--- config.mk ---
export PLATFORM = sky130hd
export DESIGN_NAME = video_header_field_extractor
export DESIGN_NICKNAME = d
export VERILOG_FILES = /design/src/sv/vhfe_pkg.sv /design/src/sv/vhfe_front.sv /design/src/sv/vhfe_job_queue.sv /design/src/sv/vhfe_back.sv /design/src/sv/video_header_field_extractor.sv
export SDC_FILE = /design/constraint.sdc
export NUM_CORES = 1
export LEC_CHECK = 0
export ABC_AREA = 0
export BUFFER_PORTS_ARGS = -buffer_cell sky130_fd_sc_hd__buf_2
export CAP_MARGIN = 25
export CORE_MARGIN = 1
export CORE_UTILIZATION = 50
export CTS_CLUSTER_SIZE = 25
export DETAILED_ROUTE_END_ITERATION = 12
export GPL_TIMING_DRIVEN = 0
export PLACE_DENSITY_LB_ADDON = 0.12
export SLEW_MARGIN = 5
export SYNTH_ARGS = -nofsm -noshare
export SYNTH_HDL_FRONTEND = slang
export SYNTH_SLANG_ARGS = --single-unit
--- constraint.sdc ---
create_clock -name i_clk -period 11.4 [get_ports i_clk]
set_input_delay 2.85 -clock i_clk [delete_from_list [all_inputs] [get_ports i_clk]]
set_output_delay 2.85 -clock i_clk [all_outputs]
set_load 0.1 [all_outputs]
--- src/sv/vhfe_pkg.sv ---
`timescale 1ns / 1ps
// shared types, codes and field extraction functions of the video header field extractor
package vhfe_pkg;

    // header kind codes
    localparam logic [2:0] KIND_SEQ_HDR = 3'd0;
    localparam logic [2:0] KIND_SEQ_EXT = 3'd1;
    localparam logic [2:0] KIND_GOP     = 3'd2;
    localparam logic [2:0] KIND_PIC_HDR = 3'd3;
    localparam logic [2:0] KIND_PIC_EXT = 3'd4;

    // field ids where the field order branches or ends
    localparam logic [4:0] FID_SEQ_HDR_LAST  = 5'd9;
    localparam logic [4:0] FID_SEQ_EXT_LAST  = 5'd11;
    localparam logic [4:0] FID_GOP_LAST      = 5'd2;
    localparam logic [4:0] FID_PIC_EXTRA_BIT = 5'd3;
    localparam logic [4:0] FID_PIC_NEXT_SC   = 5'd5;
    localparam logic [4:0] FID_PCE_COMPOSITE = 5'd16;
    localparam logic [4:0] FID_PCE_NEXT_SC   = 5'd22;

    // byte positions that close a header (index of the last byte)
    localparam logic [2:0] LAST_IDX_SEQ_HDR   = 3'd7;
    localparam logic [2:0] LAST_IDX_SEQ_EXT   = 3'd5;
    localparam logic [2:0] LAST_IDX_GOP       = 3'd3;
    localparam logic [2:0] LAST_IDX_PIC_SHORT = 3'd3;
    localparam logic [2:0] LAST_IDX_PIC_LONG  = 3'd4;
    localparam logic [2:0] LAST_IDX_PCE_SHORT = 3'd4;
    localparam logic [2:0] LAST_IDX_PCE_LONG  = 3'd6;

    localparam int VALUE_W = 25;

    typedef struct packed {
        logic [2:0] header_kind;
        logic       first_byte;
        logic [7:0] data_byte;
    } t_in_beat;

    typedef struct packed {
        logic [2:0]         result_header_kind;
        logic [4:0]         field_id;
        logic [VALUE_W-1:0] field_value;
        logic               last_field;
    } t_out_beat;

    // header body bytes, element 0 is the first byte after the start code
    typedef logic [7:0][7:0] t_hdr_bytes;

    // one complete header handed from front to back
    typedef struct packed {
        logic [2:0] kind;
        t_hdr_bytes bytes;
    } t_job;

    // queue status seen by the front and back
    typedef struct packed {
        logic full;
        logic empty;
    } t_q_status;

    // true when the byte at position idx closes a header of this kind
    function automatic logic f_closes_header(input logic [2:0] kind, input logic [2:0] idx,
                                             input logic [7:0] data);
        logic done;
        done = 1'b0;
        case (kind)
            KIND_SEQ_HDR: done = (idx == LAST_IDX_SEQ_HDR);
            KIND_SEQ_EXT: done = (idx == LAST_IDX_SEQ_EXT);
            KIND_GOP:     done = (idx == LAST_IDX_GOP);
            KIND_PIC_HDR: done = ((idx == LAST_IDX_PIC_SHORT) && !data[2])
                              || (idx == LAST_IDX_PIC_LONG);
            KIND_PIC_EXT: done = ((idx == LAST_IDX_PCE_SHORT) && !data[6])
                              || (idx == LAST_IDX_PCE_LONG);
            default:      done = 1'b0;
        endcase
        return done;
    endfunction

    // id of the final field of a header kind
    function automatic logic [4:0] f_last_id(input logic [2:0] kind);
        logic [4:0] id;
        id = FID_PCE_NEXT_SC;
        case (kind)
            KIND_SEQ_HDR: id = FID_SEQ_HDR_LAST;
            KIND_SEQ_EXT: id = FID_SEQ_EXT_LAST;
            KIND_GOP:     id = FID_GOP_LAST;
            KIND_PIC_HDR: id = FID_PIC_NEXT_SC;
            default:      id = FID_PCE_NEXT_SC;
        endcase
        return id;
    endfunction

    // id of the field after fid, skipping fields whose flag is off
    function automatic logic [4:0] f_next_id(input logic [2:0] kind, input logic [4:0] fid,
                                             input t_hdr_bytes b);
        logic [4:0] nid;
        nid = fid + 5'd1;
        if (kind == KIND_PIC_HDR && fid == FID_PIC_EXTRA_BIT && !b[3][2]) begin
            nid = FID_PIC_NEXT_SC;
        end
        if (kind == KIND_PIC_EXT && fid == FID_PCE_COMPOSITE && !b[4][6]) begin
            nid = FID_PCE_NEXT_SC;
        end
        return nid;
    endfunction

    // value of one field, zero extended
    function automatic logic [VALUE_W-1:0] f_field_value(input logic [2:0] kind,
                                                         input logic [4:0] fid,
                                                         input t_hdr_bytes b);
        logic [VALUE_W-1:0] v;
        v = '0;
        case (kind)
            KIND_SEQ_HDR: begin
                case (fid)
                    5'd0:    v[11:0] = {b[0], b[1][7:4]};
                    5'd1:    v[11:0] = {b[1][3:0], b[2]};
                    5'd2:    v[3:0]  = b[3][7:4];
                    5'd3:    v[3:0]  = b[3][3:0];
                    5'd4:    v[17:0] = {b[4], b[5], b[6][7:6]};
                    5'd5:    v[0]    = b[6][5];
                    5'd6:    v[9:0]  = {b[6][4:0], b[7][7:3]};
                    5'd7:    v[0]    = b[7][2];
                    5'd8:    v[0]    = b[7][1];
                    5'd9:    v[0]    = b[7][0];
                    default: v = '0;
                endcase
            end
            KIND_SEQ_EXT: begin
                case (fid)
                    5'd0:    v[3:0]  = b[0][7:4];
                    5'd1:    v[7:0]  = {b[0][3:0], b[1][7:4]};
                    5'd2:    v[0]    = b[1][3];
                    5'd3:    v[1:0]  = b[1][2:1];
                    5'd4:    v[1:0]  = {b[1][0], b[2][7]};
                    5'd5:    v[1:0]  = b[2][6:5];
                    5'd6:    v[11:0] = {b[2][4:0], b[3][7:1]};
                    5'd7:    v[0]    = b[3][0];
                    5'd8:    v[7:0]  = b[4];
                    5'd9:    v[0]    = b[5][7];
                    5'd10:   v[1:0]  = b[5][6:5];
                    5'd11:   v[4:0]  = b[5][4:0];
                    default: v = '0;
                endcase
            end
            KIND_GOP: begin
                case (fid)
                    5'd0:    v       = {b[0], b[1], b[2], b[3][7]};
                    5'd1:    v[0]    = b[3][6];
                    5'd2:    v[0]    = b[3][5];
                    default: v = '0;
                endcase
            end
            KIND_PIC_HDR: begin
                case (fid)
                    5'd0:    v[9:0]  = {b[0], b[1][7:6]};
                    5'd1:    v[2:0]  = b[1][5:3];
                    5'd2:    v[15:0] = {b[1][2:0], b[2], b[3][7:3]};
                    5'd3:    v[0]    = b[3][2];
                    5'd4:    v[7:0]  = {b[3][1:0], b[4][7:2]};
                    5'd5:    v[1:0]  = b[3][2] ? b[4][1:0] : b[3][1:0];
                    default: v = '0;
                endcase
            end
            KIND_PIC_EXT: begin
                case (fid)
                    5'd0:    v[3:0]  = b[0][7:4];
                    5'd1:    v[3:0]  = b[0][3:0];
                    5'd2:    v[3:0]  = b[1][7:4];
                    5'd3:    v[3:0]  = b[1][3:0];
                    5'd4:    v[3:0]  = b[2][7:4];
                    5'd5:    v[1:0]  = b[2][3:2];
                    5'd6:    v[1:0]  = b[2][1:0];
                    5'd7:    v[0]    = b[3][7];
                    5'd8:    v[0]    = b[3][6];
                    5'd9:    v[0]    = b[3][5];
                    5'd10:   v[0]    = b[3][4];
                    5'd11:   v[0]    = b[3][3];
                    5'd12:   v[0]    = b[3][2];
                    5'd13:   v[0]    = b[3][1];
                    5'd14:   v[0]    = b[3][0];
                    5'd15:   v[0]    = b[4][7];
                    5'd16:   v[0]    = b[4][6];
                    5'd17:   v[0]    = b[4][5];
                    5'd18:   v[2:0]  = b[4][4:2];
                    5'd19:   v[0]    = b[4][1];
                    5'd20:   v[6:0]  = {b[4][0], b[5][7:2]};
                    5'd21:   v[7:0]  = {b[5][1:0], b[6][7:2]};
                    5'd22:   v[5:0]  = b[4][6] ? {4'd0, b[6][1:0]} : b[4][5:0];
                    default: v = '0;
                endcase
            end
            default: v = '0;
        endcase
        return v;
    endfunction

endpackage

--- src/sv/vhfe_front.sv ---
`timescale 1ns / 1ps
// front end: collects header body bytes and hands complete headers to the queue
module vhfe_front (
    input  logic               i_clk,
    input  logic               i_rst_n,
    input  logic               i_valid,
    input  vhfe_pkg::t_in_beat i_data,
    output logic               o_stall,
    input  vhfe_pkg::t_q_status i_q_status,
    output logic               o_push,
    output vhfe_pkg::t_job     o_job
);

    logic       r_active;
    logic [2:0] r_kind;
    logic [2:0] r_count;
    logic [7:0] r_store [0:6];

    logic       n_active;
    logic [2:0] n_kind;
    logic [2:0] n_count;

    logic       accept;
    logic       kind_ok;
    logic       eff_active;
    logic [2:0] eff_kind;
    logic [2:0] eff_count;
    logic       done;

    // accept while the queue has room
    assign o_stall = i_q_status.full;
    assign accept  = i_valid && !i_q_status.full;

    // a first byte restarts the header
    assign kind_ok    = (i_data.header_kind <= vhfe_pkg::KIND_PIC_EXT);
    assign eff_active = i_data.first_byte ? kind_ok : r_active;
    assign eff_kind   = (i_data.first_byte && kind_ok) ? i_data.header_kind : r_kind;
    assign eff_count  = i_data.first_byte ? 3'd0 : r_count;
    assign done       = vhfe_pkg::f_closes_header(eff_kind, eff_count, i_data.data_byte);

    // complete header goes to the queue
    assign o_push   = accept && eff_active && done;
    always_comb begin
        o_job.kind     = eff_kind;
        o_job.bytes[7] = (eff_count == 3'd7) ? i_data.data_byte : 8'd0;
        for (int i = 0; i < 7; i++) begin
            o_job.bytes[i] = (3'(i) == eff_count) ? i_data.data_byte : r_store[i];
        end
    end

    // next state of the byte collector
    always_comb begin
        n_active = r_active;
        n_kind   = r_kind;
        n_count  = r_count;
        if (accept) begin
            n_kind   = eff_kind;
            n_active = eff_active && !done;
            n_count  = (eff_active && !done) ? eff_count + 3'd1 : 3'd0;
        end
    end

    always_ff @(posedge i_clk) begin
        if (!i_rst_n) begin
            r_active <= 1'b0;
            r_kind   <= '0;
            r_count  <= '0;
        end else begin
            r_active <= n_active;
            r_kind   <= n_kind;
            r_count  <= n_count;
        end
    end

    // body byte store
    always_ff @(posedge i_clk) begin
        if (accept && eff_active && !done && eff_count != 3'd7) begin
            r_store[eff_count] <= i_data.data_byte;
        end
    end

endmodule

--- src/sv/vhfe_job_queue.sv ---
`timescale 1ns / 1ps
// two-entry queue of complete headers between front and back
module vhfe_job_queue (
    input  logic                i_clk,
    input  logic                i_rst_n,
    input  logic                i_push,
    input  vhfe_pkg::t_job      i_job,
    input  logic                i_pop,
    output vhfe_pkg::t_job      o_head,
    output vhfe_pkg::t_q_status o_status
);

    logic [1:0]     r_cnt;
    vhfe_pkg::t_job r_head;
    vhfe_pkg::t_job r_tail;

    logic [1:0]     n_cnt;

    assign o_head         = r_head;
    assign o_status.full  = (r_cnt == 2'd2);
    assign o_status.empty = (r_cnt == 2'd0);

    // occupancy
    always_comb begin
        n_cnt = r_cnt;
        if (i_push && !i_pop) begin
            n_cnt = r_cnt + 2'd1;
        end else if (i_pop && !i_push) begin
            n_cnt = r_cnt - 2'd1;
        end
    end

    always_ff @(posedge i_clk) begin
        if (!i_rst_n) begin
            r_cnt <= '0;
        end else begin
            r_cnt <= n_cnt;
        end
    end

    // entries shift toward the head
    always_ff @(posedge i_clk) begin
        if (i_pop) begin
            if (i_push && r_cnt == 2'd1) begin
                r_head <= i_job;
            end else begin
                r_head <= r_tail;
            end
            if (i_push && r_cnt == 2'd2) begin
                r_tail <= i_job;
            end
        end else if (i_push) begin
            if (r_cnt == 2'd0) begin
                r_head <= i_job;
            end else begin
                r_tail <= i_job;
            end
        end
    end

    // queue never overflows or underflows
    a_no_overflow: assert property (@(posedge i_clk) disable iff (!i_rst_n)
        (r_cnt == 2'd2) |-> !(i_push && !i_pop))
        else $error("header queue overflow");
    a_no_underflow: assert property (@(posedge i_clk) disable iff (!i_rst_n)
        i_pop |-> (r_cnt != 2'd0))
        else $error("header queue underflow");

endmodule

--- src/sv/vhfe_back.sv ---
`timescale 1ns / 1ps
// back end: walks the fields of one header and drives the result register
module vhfe_back (
    input  logic                i_clk,
    input  logic                i_rst_n,
    input  vhfe_pkg::t_q_status i_q_status,
    input  vhfe_pkg::t_job      i_head,
    output logic                o_pop,
    output logic                o_valid,
    input  logic                i_stall,
    output vhfe_pkg::t_out_beat o_data
);

    logic                r_busy;
    vhfe_pkg::t_job      r_job;
    logic [4:0]          r_fid;
    logic                r_ovalid;
    vhfe_pkg::t_out_beat r_out;

    logic       n_busy;
    logic [4:0] n_fid;
    logic       n_ovalid;

    logic       out_free;
    logic       emit;
    logic       is_last;
    logic [4:0] last_id;

    assign o_valid = r_ovalid;
    assign o_data  = r_out;

    assign out_free = !r_ovalid || !i_stall;
    assign emit     = r_busy && out_free;
    assign last_id  = vhfe_pkg::f_last_id(r_job.kind);
    assign is_last  = (r_fid == last_id);

    // take the next header when idle or as the current one ends
    assign o_pop = !i_q_status.empty && (!r_busy || (emit && is_last));

    // field sequencer
    always_comb begin
        n_busy   = r_busy;
        n_fid    = r_fid;
        n_ovalid = r_ovalid;
        if (emit) begin
            n_ovalid = 1'b1;
            if (is_last) begin
                n_busy = 1'b0;
                n_fid  = '0;
            end else begin
                n_fid = vhfe_pkg::f_next_id(r_job.kind, r_fid, r_job.bytes);
            end
        end else if (out_free) begin
            n_ovalid = 1'b0;
        end
        if (o_pop) begin
            n_busy = 1'b1;
            n_fid  = '0;
        end
    end

    always_ff @(posedge i_clk) begin
        if (!i_rst_n) begin
            r_busy   <= 1'b0;
            r_fid    <= '0;
            r_ovalid <= 1'b0;
        end else begin
            r_busy   <= n_busy;
            r_fid    <= n_fid;
            r_ovalid <= n_ovalid;
        end
    end

    // header being worked on
    always_ff @(posedge i_clk) begin
        if (o_pop) begin
            r_job <= i_head;
        end
    end

    // result beat register
    always_ff @(posedge i_clk) begin
        if (emit) begin
            r_out.result_header_kind <= r_job.kind;
            r_out.field_id           <= r_fid;
            r_out.field_value        <= vhfe_pkg::f_field_value(r_job.kind, r_fid, r_job.bytes);
            r_out.last_field         <= is_last;
        end
    end

    // field index stays within the header's order
    a_fid_range: assert property (@(posedge i_clk) disable iff (!i_rst_n)
        r_busy |-> (r_fid <= last_id))
        else $error("field index past end of header");
    // the marked beat carries the final field id of its kind
    a_last_id: assert property (@(posedge i_clk) disable iff (!i_rst_n)
        (r_ovalid && r_out.last_field) |->
            (r_out.field_id == vhfe_pkg::f_last_id(r_out.result_header_kind)))
        else $error("last field marked on wrong id");

endmodule

--- src/sv/video_header_field_extractor.sv ---
`timescale 1ns / 1ps
// top level of the video header field extractor
// accepts one header byte per cycle; stall rises only while the two-entry header queue is full
// a closed header passes the queue and the job register before its first field beat, back idle
// throughput: one field beat per cycle from the back end when not stalled, 3 to 23 per header
// reset (synchronous, active low) idles the byte collector, empties the queue, drops any result
module video_header_field_extractor (
    input  logic                i_clk,
    input  logic                i_rst_n,
    input  logic                i_valid,
    output logic                o_stall,
    input  vhfe_pkg::t_in_beat  i_data,
    output logic                o_valid,
    input  logic                i_stall,
    output vhfe_pkg::t_out_beat o_data
);

    logic                q_push;
    logic                q_pop;
    vhfe_pkg::t_job      q_in;
    vhfe_pkg::t_job      q_head;
    vhfe_pkg::t_q_status q_status;

    // byte collection
    vhfe_front u_front (
        .i_clk      (i_clk),
        .i_rst_n    (i_rst_n),
        .i_valid    (i_valid),
        .i_data     (i_data),
        .o_stall    (o_stall),
        .i_q_status (q_status),
        .o_push     (q_push),
        .o_job      (q_in)
    );

    // header queue
    vhfe_job_queue u_queue (
        .i_clk    (i_clk),
        .i_rst_n  (i_rst_n),
        .i_push   (q_push),
        .i_job    (q_in),
        .i_pop    (q_pop),
        .o_head   (q_head),
        .o_status (q_status)
    );

    // field emission
    vhfe_back u_back (
        .i_clk      (i_clk),
        .i_rst_n    (i_rst_n),
        .i_q_status (q_status),
        .i_head     (q_head),
        .o_pop      (q_pop),
        .o_valid    (o_valid),
        .i_stall    (i_stall),
        .o_data     (o_data)
    );

endmodule

# Word-level counts from Yosys, hierarchy flattened
# Memory sizes are Yosys's and may differ from the RTL's.
# Cells that the tools add are included.
dict set report totals {
  reg_bits 251
  ram_bits 56
  inputBits 16
  output_inout_bits 36
  word_cells 206
  mem_count 1
}
dict set report op_classes {
  addsub 4
  order_cmp 1
  n_eq_ne 47
  mux 63
  bitwise 1
  reduce_logical 51
}
# name depth width read_ports rd_ports_with_merged_regs write_ports line_no
set memory_table {}
lappend memory_table {u_front.r_store 7 8 7 0 1 vhfe_front.sv:17} ;# logic [7:0] r_store [0:6];
# cell count
set op_table {}
lappend op_table {{$mux W67} 8}
lappend op_table {{$pmux W25 S5} 1}
lappend op_table {{$mux W8} 8}
lappend op_table {{$eq A5 B4 Y1 const B} 8}
lappend op_table {{$eq A5 B5 Y1 const B} 7}
lappend op_table {{$mux W24} 1}
lappend op_table {{$pmux W6 S4} 1}
lappend op_table {{$pmux W1 S23} 1}
lappend op_table {{$eq A5 B3 Y1 const B} 4}
lappend op_table {{$logic_and A1 B1 Y1} 20}
lappend op_table {{$pmux W5 S4} 1}
lappend op_table {{$eq A3 B3 Y1 const B} 6}
lappend op_table {{$mux W6} 3}
lappend op_table {{$pmux W1 S9} 2}
lappend op_table {{$pmux W3 S6} 1}
lappend op_table {{$eq A3 B2 Y1 const B} 5}
lappend op_table {{$mux W5} 3}
lappend op_table {{$pmux W5 S3} 1}
lappend op_table {{$logic_not A1 Y1} 12}
lappend op_table {{$pmux W1 S12} 1}
lappend op_table {{$pmux W2 S3} 2}
lappend op_table {{$reduce_bool A2 Y1} 6}
lappend op_table {{$pmux W1 S11} 1}
lappend op_table {{$eq A5 B2 Y1 const B} 2}
lappend op_table {{other kinds (37)} 62}

# Logic depth before layout (Yosys ltp)
# Gate-level depths: netlist of the first run.
dict set report logic_depth {
  word_depth 10
  ltp_mapped 15
  depth_no_buf 13
}

# Cells and area by module
# From an unflattened synthesis of the first run, not the netlist that was laid out.
dict set report unflattened {
  hier_cells 938
  area_unflattened_um2 13917.1
}
# mod instances cells_per_inst area_each_um2 seq_area_each_um2
set modules_own_cells {}
lappend modules_own_cells {vhfe_back 1 490 5794.3 3173.0}
lappend modules_own_cells {vhfe_job_queue 1 230 5044.8 4063.9}
lappend modules_own_cells {vhfe_front 1 218 3078.0 1821.7}

# Worst setup path after synthesis of the first run
# Ideal clock, no wire load.
dict set report synth_timing {
  kind {input to register}
  startpoint {input port i_data[8] (netlist name)}
  endpoint {register u_queue.r_tail[0] (netlist name) (enable)}
  setup_ns 0.575
  arrival_ns 9.400
  slack_ns 1.425
  stages 13
  path_buffers 2
  cell_sequence {clkbuf_2 -> nand2b_1 -> inv_1 -> and2_1 -> ha_1 -> clkbuf_1 -> a21boi_0 -> a211oi_1 -> a21oi_1 -> nor2_1 -> inv_1 -> ha_1 -> nor3_1}
}
dict set report synth_via {
  elab_chain_cells 9
}
# item line_no
set synth_lines {}
lappend synth_lines {{from (decl)} video_header_field_extractor.sv:12} ;# input vhfe_pkg::t_in_beat i_data,
lappend synth_lines {{$mux W3} vhfe_front.sv:38} ;# assign eff_count = i_data.first_byte ? 3'd0 : r_count;
lappend synth_lines {{$eq A3 B3 Y1 or $eq A3 B2 Y1 (tied branches)} -}
lappend synth_lines {{$logic_and A1 B1 Y1, on equally long branches} {vhfe_pkg.sv:71, vhfe_pkg.sv:69}}
lappend synth_lines {{$logic_or A1 B1 Y1, on equally long branches} {vhfe_pkg.sv:72, vhfe_pkg.sv:70}}
lappend synth_lines {{$pmux W1 S5} vhfe_pkg.sv:65} ;# case (kind)
lappend synth_lines {{$logic_and A1 B1 Y1 (*)} vhfe_front.sv:42} ;# assign o_push = accept && eff_active && done;
lappend synth_lines {{$logic_and A1 B1 Y1} vhfe_job_queue.sv:49} ;# if (i_push && r_cnt == 2'd2) begin
lappend synth_lines {{$ne A2 B2 Y1 (no source line)} -}
lappend synth_lines {{$reduce_and A3 Y1 (no source line) (*)} -}
lappend synth_lines {{to (signal assigned)} vhfe_job_queue.sv:50} ;# r_tail <= i_job;
lappend synth_lines {{to (signal assigned)} vhfe_job_queue.sv:56} ;# r_tail <= i_job;
lappend synth_lines {{to (decl)} vhfe_job_queue.sv:15} ;# vhfe_pkg::t_job r_tail;
# Mark *: on every way between the ends. The rest lies on a longest branch, timed or not.
# A chain may end at the register's enable or synchronous reset.

# Worst setup path in the final report of the first run
dict set report layout_timing {
  startpoint {input port i_data[8] (netlist name)}
  endpoint {register u_queue.r_tail[12] (netlist name) (enable)}
}
# Same word-level chain as after synthesis.

==> results.yml, run 1 <==
status:
  outcome: "complete, but fails checks"
  violations: "design-rule violations"
logic_synthesis:
  synthCells: 920
  synth_top_cell_area_share_pct: 64.5
  ys_ff_latch: 307
  synth.net_count: 952
  synth.distinct_cells: 65
  synth.most_common_cell: "edfxtp_1"
  netlist_area_mm2: 0.0135
  synth-edff-count: 291
  synth_area_leader_cell: "edfxtp_1"
  synth_commonest_cells: "edfxtp_1, mux2_2, nand2_1"
  syn_area_per_cell_um2: 14.7
  yosys_warnings: 0
  yosys-top-cells-area: "edfxtp_1, mux2_2, mux2_4"
  synth_top_flop_cell: "edfxtp_1"
  async_reset_ff_share_pct: 0
  synth-seq-area-share_pct: 66.9
placement:
  gp_congestion: 1.03
  hpwl_um: 26200
  dp.cells: 1318
  placed_cell_area_mm2: 0.0144
  io_buffers: 50
job:
  maxCapViolCount: 0
routing:
  wl_per_cell_um: 27.0
  wl_um: 37200
  top_layer_used: "met4"
  wl_met3_um: 2380
  vias: 8494
  met2_length_um: 17200
  drt_iter0_drc: 846
  drc: 5
  ant_nets: 0
  first_pass_iters: 12
  viasPerCell: 6.16
  met1_length_um: 15700
cells_and_area:
  fill_cells: 2088
  layoutNonFillerInstCount: 1378
  diodes: 0
  drive_gt1_share_pct: 24.5
  finalNetCount: 1052
  finalInstanceArea_mm2: 0.0155
  area_delta_synth_final_pct: 14.5
floorplanning:
  core_mm2: 0.0263
  io_pins: 52
  die_h_um: 167
  fp.dieW_um: 167
  num_rows: 59
  die-area_mm2: 0.0277
  start_util_pct: 51.5
setup_path:
  cp_data_arrival_time_ns: 6.61
  worstSetupPathType: "input port to flip-flop"
  critPathMaxFanout: 12
  critPathLaunchType: "input port"
  required_ns: 11.61
  critPathCaptureType: "flip-flop"
timing:
  slew_viol_final: 0
  hold_ws_ns: 0.409
  relSlewSlack_pct: 34.7
  fmax_ghz: 0.156
  period_minus_slack_ns: 6.40
  tightest_slew_ns: 0.976
  rsz0062_at_grt: "no"
  setup_viol: 0
  fin_crit_sh_pct: 56.2
  hold_viol_final: 0
  skew_ns: 0.0118
hold_path:
  worstHoldPathType: "flip-flop to flip-flop"
power_and_ir_drop:
  power.density_mw_per_mm2: 260
  peakVddDrop_uv: 179
  power_mw: 4.03
  leakage_nw: 5.43
global_routing:
  grt_antenna_before_repair: 0
  overflow: 0
  grt_max_degree: 69
  grt_usage_pct: 27.3
  grt_pass1_vias: 8442
  grt_pass1_wl_um: 55300
clock_tree:
  path_clk_slew_ns: 0.06
  postCtsSetupBuffers: 0
  htree_levels: 2
  clockBufferDepth: 3
  numCtsBuffers: 34
  cts-root-buf: "clkbuf_16"
  cts_tree: "yes"
  clk_latency_ns: 0.52
  cts.sinks: 307
  cts_resized: 0
  cts_hold_buf: 0
sequential cells by signal, indices dropped and copies added (netlist names):
register and cells:
u_front.r_store 56, u_front.r_count 3, u_front.r_kind 3, u_back.r_job 67, u_back.r_busy 1, u_queue.o_head 67
u_front.r_active 1, u_queue.r_tail 67, u_queue.r_cnt 2, u_back.r_fid 5, u_back.o_data 34, u_back.o_valid 1
metrics by stage:
| step | worst slack, ns | util [%] | setup TNS (ns) |
|---|---|---|---|
| finish | 5.00 | 59.0 | 0 |
| global route | 4.61 | 59.0 | 0 |
| CTS | 4.94 | 58.9 | 0 |
| detailed placement | 4.40 | 54.8 | 0 |
| global placement | -1.60 | 54.1 | -106.95 |
| floorplan | 1.42 | - | 0 |
worst max-delay path: stages:
cell and delay [ns]:
clkbuf_2 0.15, nand2b_1 0.26, inv_1 0.13, and2_1 0.16, ha_1 0.15, clkbuf_1 0.45, a21boi_0 0.23, a211oi_1 0.34
a21oi_1 0.15, nor2_1 0.22, inv_1 0.07, ha_1 0.25, nor3_2 0.44, buf_4 0.28, buf_4 0.23, buf_4 0.23
cell families after synthesis:
kind of cell / share of synthesized area, %
XOR/XNOR: 0.129
flip-flops: 66.9
multiplexers: 11.7
buffers and inverters: 1.95
AND/OR/NAND/NOR: 8.50
AO/OA/AOI/OAI: 9.29
adder cells (fa/ha/maj): 1.48
placed cells by master, fill, tap and decap left out, types with 3 or more instances in the layout:
cell       instances
a2111oi_0          3
a211oi_1           5
a21boi_0           3
a21oi_1           28
a221oi_1          12
a222oi_1          10
a22o_1            11
a22oi_1           35
a31oi_1            8
a32oi_1            5
and2_1            19
and3_1             5
buf_2             58
buf_4              7
buf_6              5
bufinv_16          4
clkbuf_1          36
clkbuf_16         34
clkinv_1           6
clkinv_2           4
dfxtp_1           16
edfxtp_1         291
ha_1              16
inv_1             16
mux2_2            92
mux2_4            30
mux2i_1            8
nand2_1           81
nand2b_1          13
nand3_1           18
nand3b_1           3
nand4_1            5
nor2_1            39
nor2b_1           11
nor3_1            15
o211ai_1           3
o21ai_0           25
o2bb2ai_1          3
o31ai_1            3
or4_1              4
area by class of cell:
cell class / count / area, µm² / area share [%]
Timing Repair Buffer: 64 / 412 / 2.66
Inverter: 19 / 73.8 / 0.476
Buffer: 41 / 193 / 1.24
Tap cell: 335 / 419 / 2.70
Sequential cell: 307 / 9060 / 58.5
Multi-Input combinational cell: 553 / 4250 / 27.4
Clock buffer: 42 / 881 / 5.68
Clock inverter: 17 / 214 / 1.38
metal layers:
| metal | up-vias | global-route usage [%] |
|---|---|---|
| li1 | 3808 | - |
| met1 | 4166 | 35.9 |
| met2 | 397 | 43.9 |
| met3 | 123 | 4.73 |
| met4 | 0 | 13.6 |
| met5 | - | 0 |
path summary, 6_finish.rpt:
check                                        start                  to  slack [ns]  cells past startpoint
worst max-delay path                     i_data[8]  u_queue.r_tail[12]        5.00                     16
worst min-delay path            u_queue.o_head[23]    u_back.r_job[23]        0.41                      0
worst max register to register  u_front.r_count[1]  u_queue.r_tail[12]        7.13                     15
worst min register to register  u_queue.o_head[23]    u_back.r_job[23]        0.41                      0
report_power, final:
| group | switching, mW | total [mW] | internal (mW) |
|---|---|---|---|
| Combinational | 0.832 | 1.16 | 0.327 |
| Sequential | 0.207 | 1.80 | 1.59 |
| Clock | 0.433 | 1.08 | 0.645 |
| Total | 1.47 | 4.03 | 2.56 |
(Power assumes the default switching activity.)
==> run 2: changes to the inputs <==
==> constraint.sdc (replaced) <==
create_clock -name i_clk -period 6.2 [get_ports i_clk]
set_input_delay 1.55 -clock i_clk [delete_from_list [all_inputs] [get_ports i_clk]]
set_output_delay 1.55 -clock i_clk [all_outputs]
set_load 0.1 [all_outputs]
==> results.yml, run 2 (synthesis gave the netlist of run 1 again) <==
clock_tree:
  numCtsBuffers: 34
  cts.sinks: 307
  clk_latency_ns: 0.53
  htree_levels: 2
  path_clk_slew_ns: 0.06
  cts_tree: "yes"
  postCtsSetupBuffers: 0
  cts-root-buf: "clkbuf_16"
  clockBufferDepth: 3
  cts_resized: 0
  cts_hold_buf: 0
timing:
  slew_viol_final: 0
  skew_ns: 0.0254
  tightest_slew_ns: 1.03
  rsz0062_at_grt: "no"
  period_minus_slack_ns: 4.81
  fin_crit_sh_pct: 77.6
  relSlewSlack_pct: 31.1
  fin_ws_ns: 1.39
  hold_viol_final: 0
  fmax_ghz: 0.208
  setup_viol: 0
power_and_ir_drop:
  clkPwrFrac_pct: 25.9
  p_comb_share_pct: 29.1
  peakVddDrop_uv: 325
  switching_power_mw: 2.73
  switching_share_pct: 37.0
  p_seq_share_pct: 44.9
  power.density_mw_per_mm2: 476
  leakage_nw: 5.44
  intPower_mw: 4.65
cells_and_area:
  layoutNonFillerInstCount: 1380
  diodes: 0
  final_util_pct: 59.1
  multiInputGateArea_mm2: 0.00425
  fill_cells: 2063
  area_delta_synth_final_pct: 14.6
  final_common_cell: "edfxtp_1"
  finalNetCount: 1052
  seq_area_mm2: 0.00906
  final_cell_mix: "edfxtp_1, mux2_2, nand2_1"
  drive_gt1_share_pct: 24.2
placement:
  place_ws_ns: 0.541
  hpwl_um: 26900
  gp_congestion: 0.980
  io_buffers: 50
  dp.cells: 1317
routing:
  viasPerCell: 6.23
  wl_um: 37900
  drc: 6
  drt_iter0_drc: 766
  ant_nets: 0
  first_pass_iters: 11
  vias: 8595
  wl_per_cell_um: 27.5
setup_path:
  cp_data_arrival_time_ns: 5.03
  crit_slowest_cell: "nor2_4"
  path_cells: "clkbuf_2 -> nand2b_1 -> inv_1 -> and2_1 -> ha_1 -> clkbuf_1 -> a21boi_0 -> a211oi_1 -> a21oi_1 -> nor2_1 -> inv_1 -> ha_1 -> nor2_4 -> buf_12 -> buf_16"
  critPathMaxFanout: 27
  worstSetupPathType: "input port to flip-flop"
  required_ns: 6.42
  critPathCaptureType: "flip-flop"
  critPathLaunchType: "input port"
  critPathMaxStageDelay_ns: 0.53
hold_path:
  worstHoldPathType: "flip-flop to flip-flop"
floorplanning:
  die-area_mm2: 0.0277
  io_pins: 52
  fp.dieW_um: 167
  core_mm2: 0.0263
  num_rows: 59
  die_h_um: 167
  start_util_pct: 51.5
job:
  maxCapViolCount: 0
global_routing:
  overflow: 0
  grt_antenna_before_repair: 0
  grt_pass1_vias: 8411
  grt_pass1_wl_um: 55600
  grt_max_degree: 69
  grt_usage_pct: 27.7
status:
  outcome: "complete, but fails checks"
  violations: "design-rule violations"
## run 2: through the flow
step / TNS (ns) / power, mW / cell area, µm² / hold WS, ns
2_1_floorplan: 0 / 4.72 / 13600 / 0.400
3_3_place_gp: -97.03 / 5.43 / 14200 / 0.402
3_5_place_dp: 0 / 5.47 / 14400 / 0.405
4_1_cts: 0 / 7.38 / 15500 / 0.414
5_1_grt: 0 / 7.62 / 15500 / 0.422
6_report: 0 / 7.38 / 15500 / 0.413
## run 2: worst paths after layout
path | endpoint | cells after the start | startpoint | slack (ns)
max | u_queue.o_head[52] | 15 | i_data[8] | 1.39
min reg2reg | u_back.r_job[1] | 0 | u_queue.o_head[1] | 0.41
max reg2reg | u_queue.o_head[52] | 14 | u_front.r_count[1] | 2.19
min | u_back.r_job[1] | 0 | u_queue.o_head[1] | 0.41
## run 2: worst max-delay path: cells and delay by family
family                     cells  cell delay (ns)
buffers and inverters          6             1.24
and+or+nand+nor                4             1.13
AOI/OAI and AO/OA              3             0.66
adders and majority gates      2             0.40
## run 2: power by group through the flow
stage	sequential (mW)	clock (mW)	combinational, mW
2_1_floorplan	3.71	0	1.01
5_1_grt	3.33	2.02	2.27
3_3_place_gp	3.36	0	2.07
4_1_cts	3.29	1.94	2.15
6_report	3.32	1.91	2.15
3_5_place_dp	3.33	0	2.14
## run 2: metal layers
layer | GRT usage (%) | part of all wire, % | vias up
met5 | 0 | 0 | -
met4 | 14.7 | 5.6 | 0
met3 | 4.11 | 6.7 | 125
met2 | 45.0 | 46 | 457
met1 | 36.3 | 41 | 4209
li1 | - | - | 3804
## run 2: area by class of cell
class | count | area share [%]
Tap cell | 335 | 2.70
Multi-Input combinational cell | 553 | 27.4
Clock buffer | 48 | 5.89
Clock inverter | 13 | 0.959
Sequential cell | 307 | 58.4
Inverter | 19 | 0.476
Timing Repair Buffer | 64 | 2.97
Buffer | 41 | 1.24
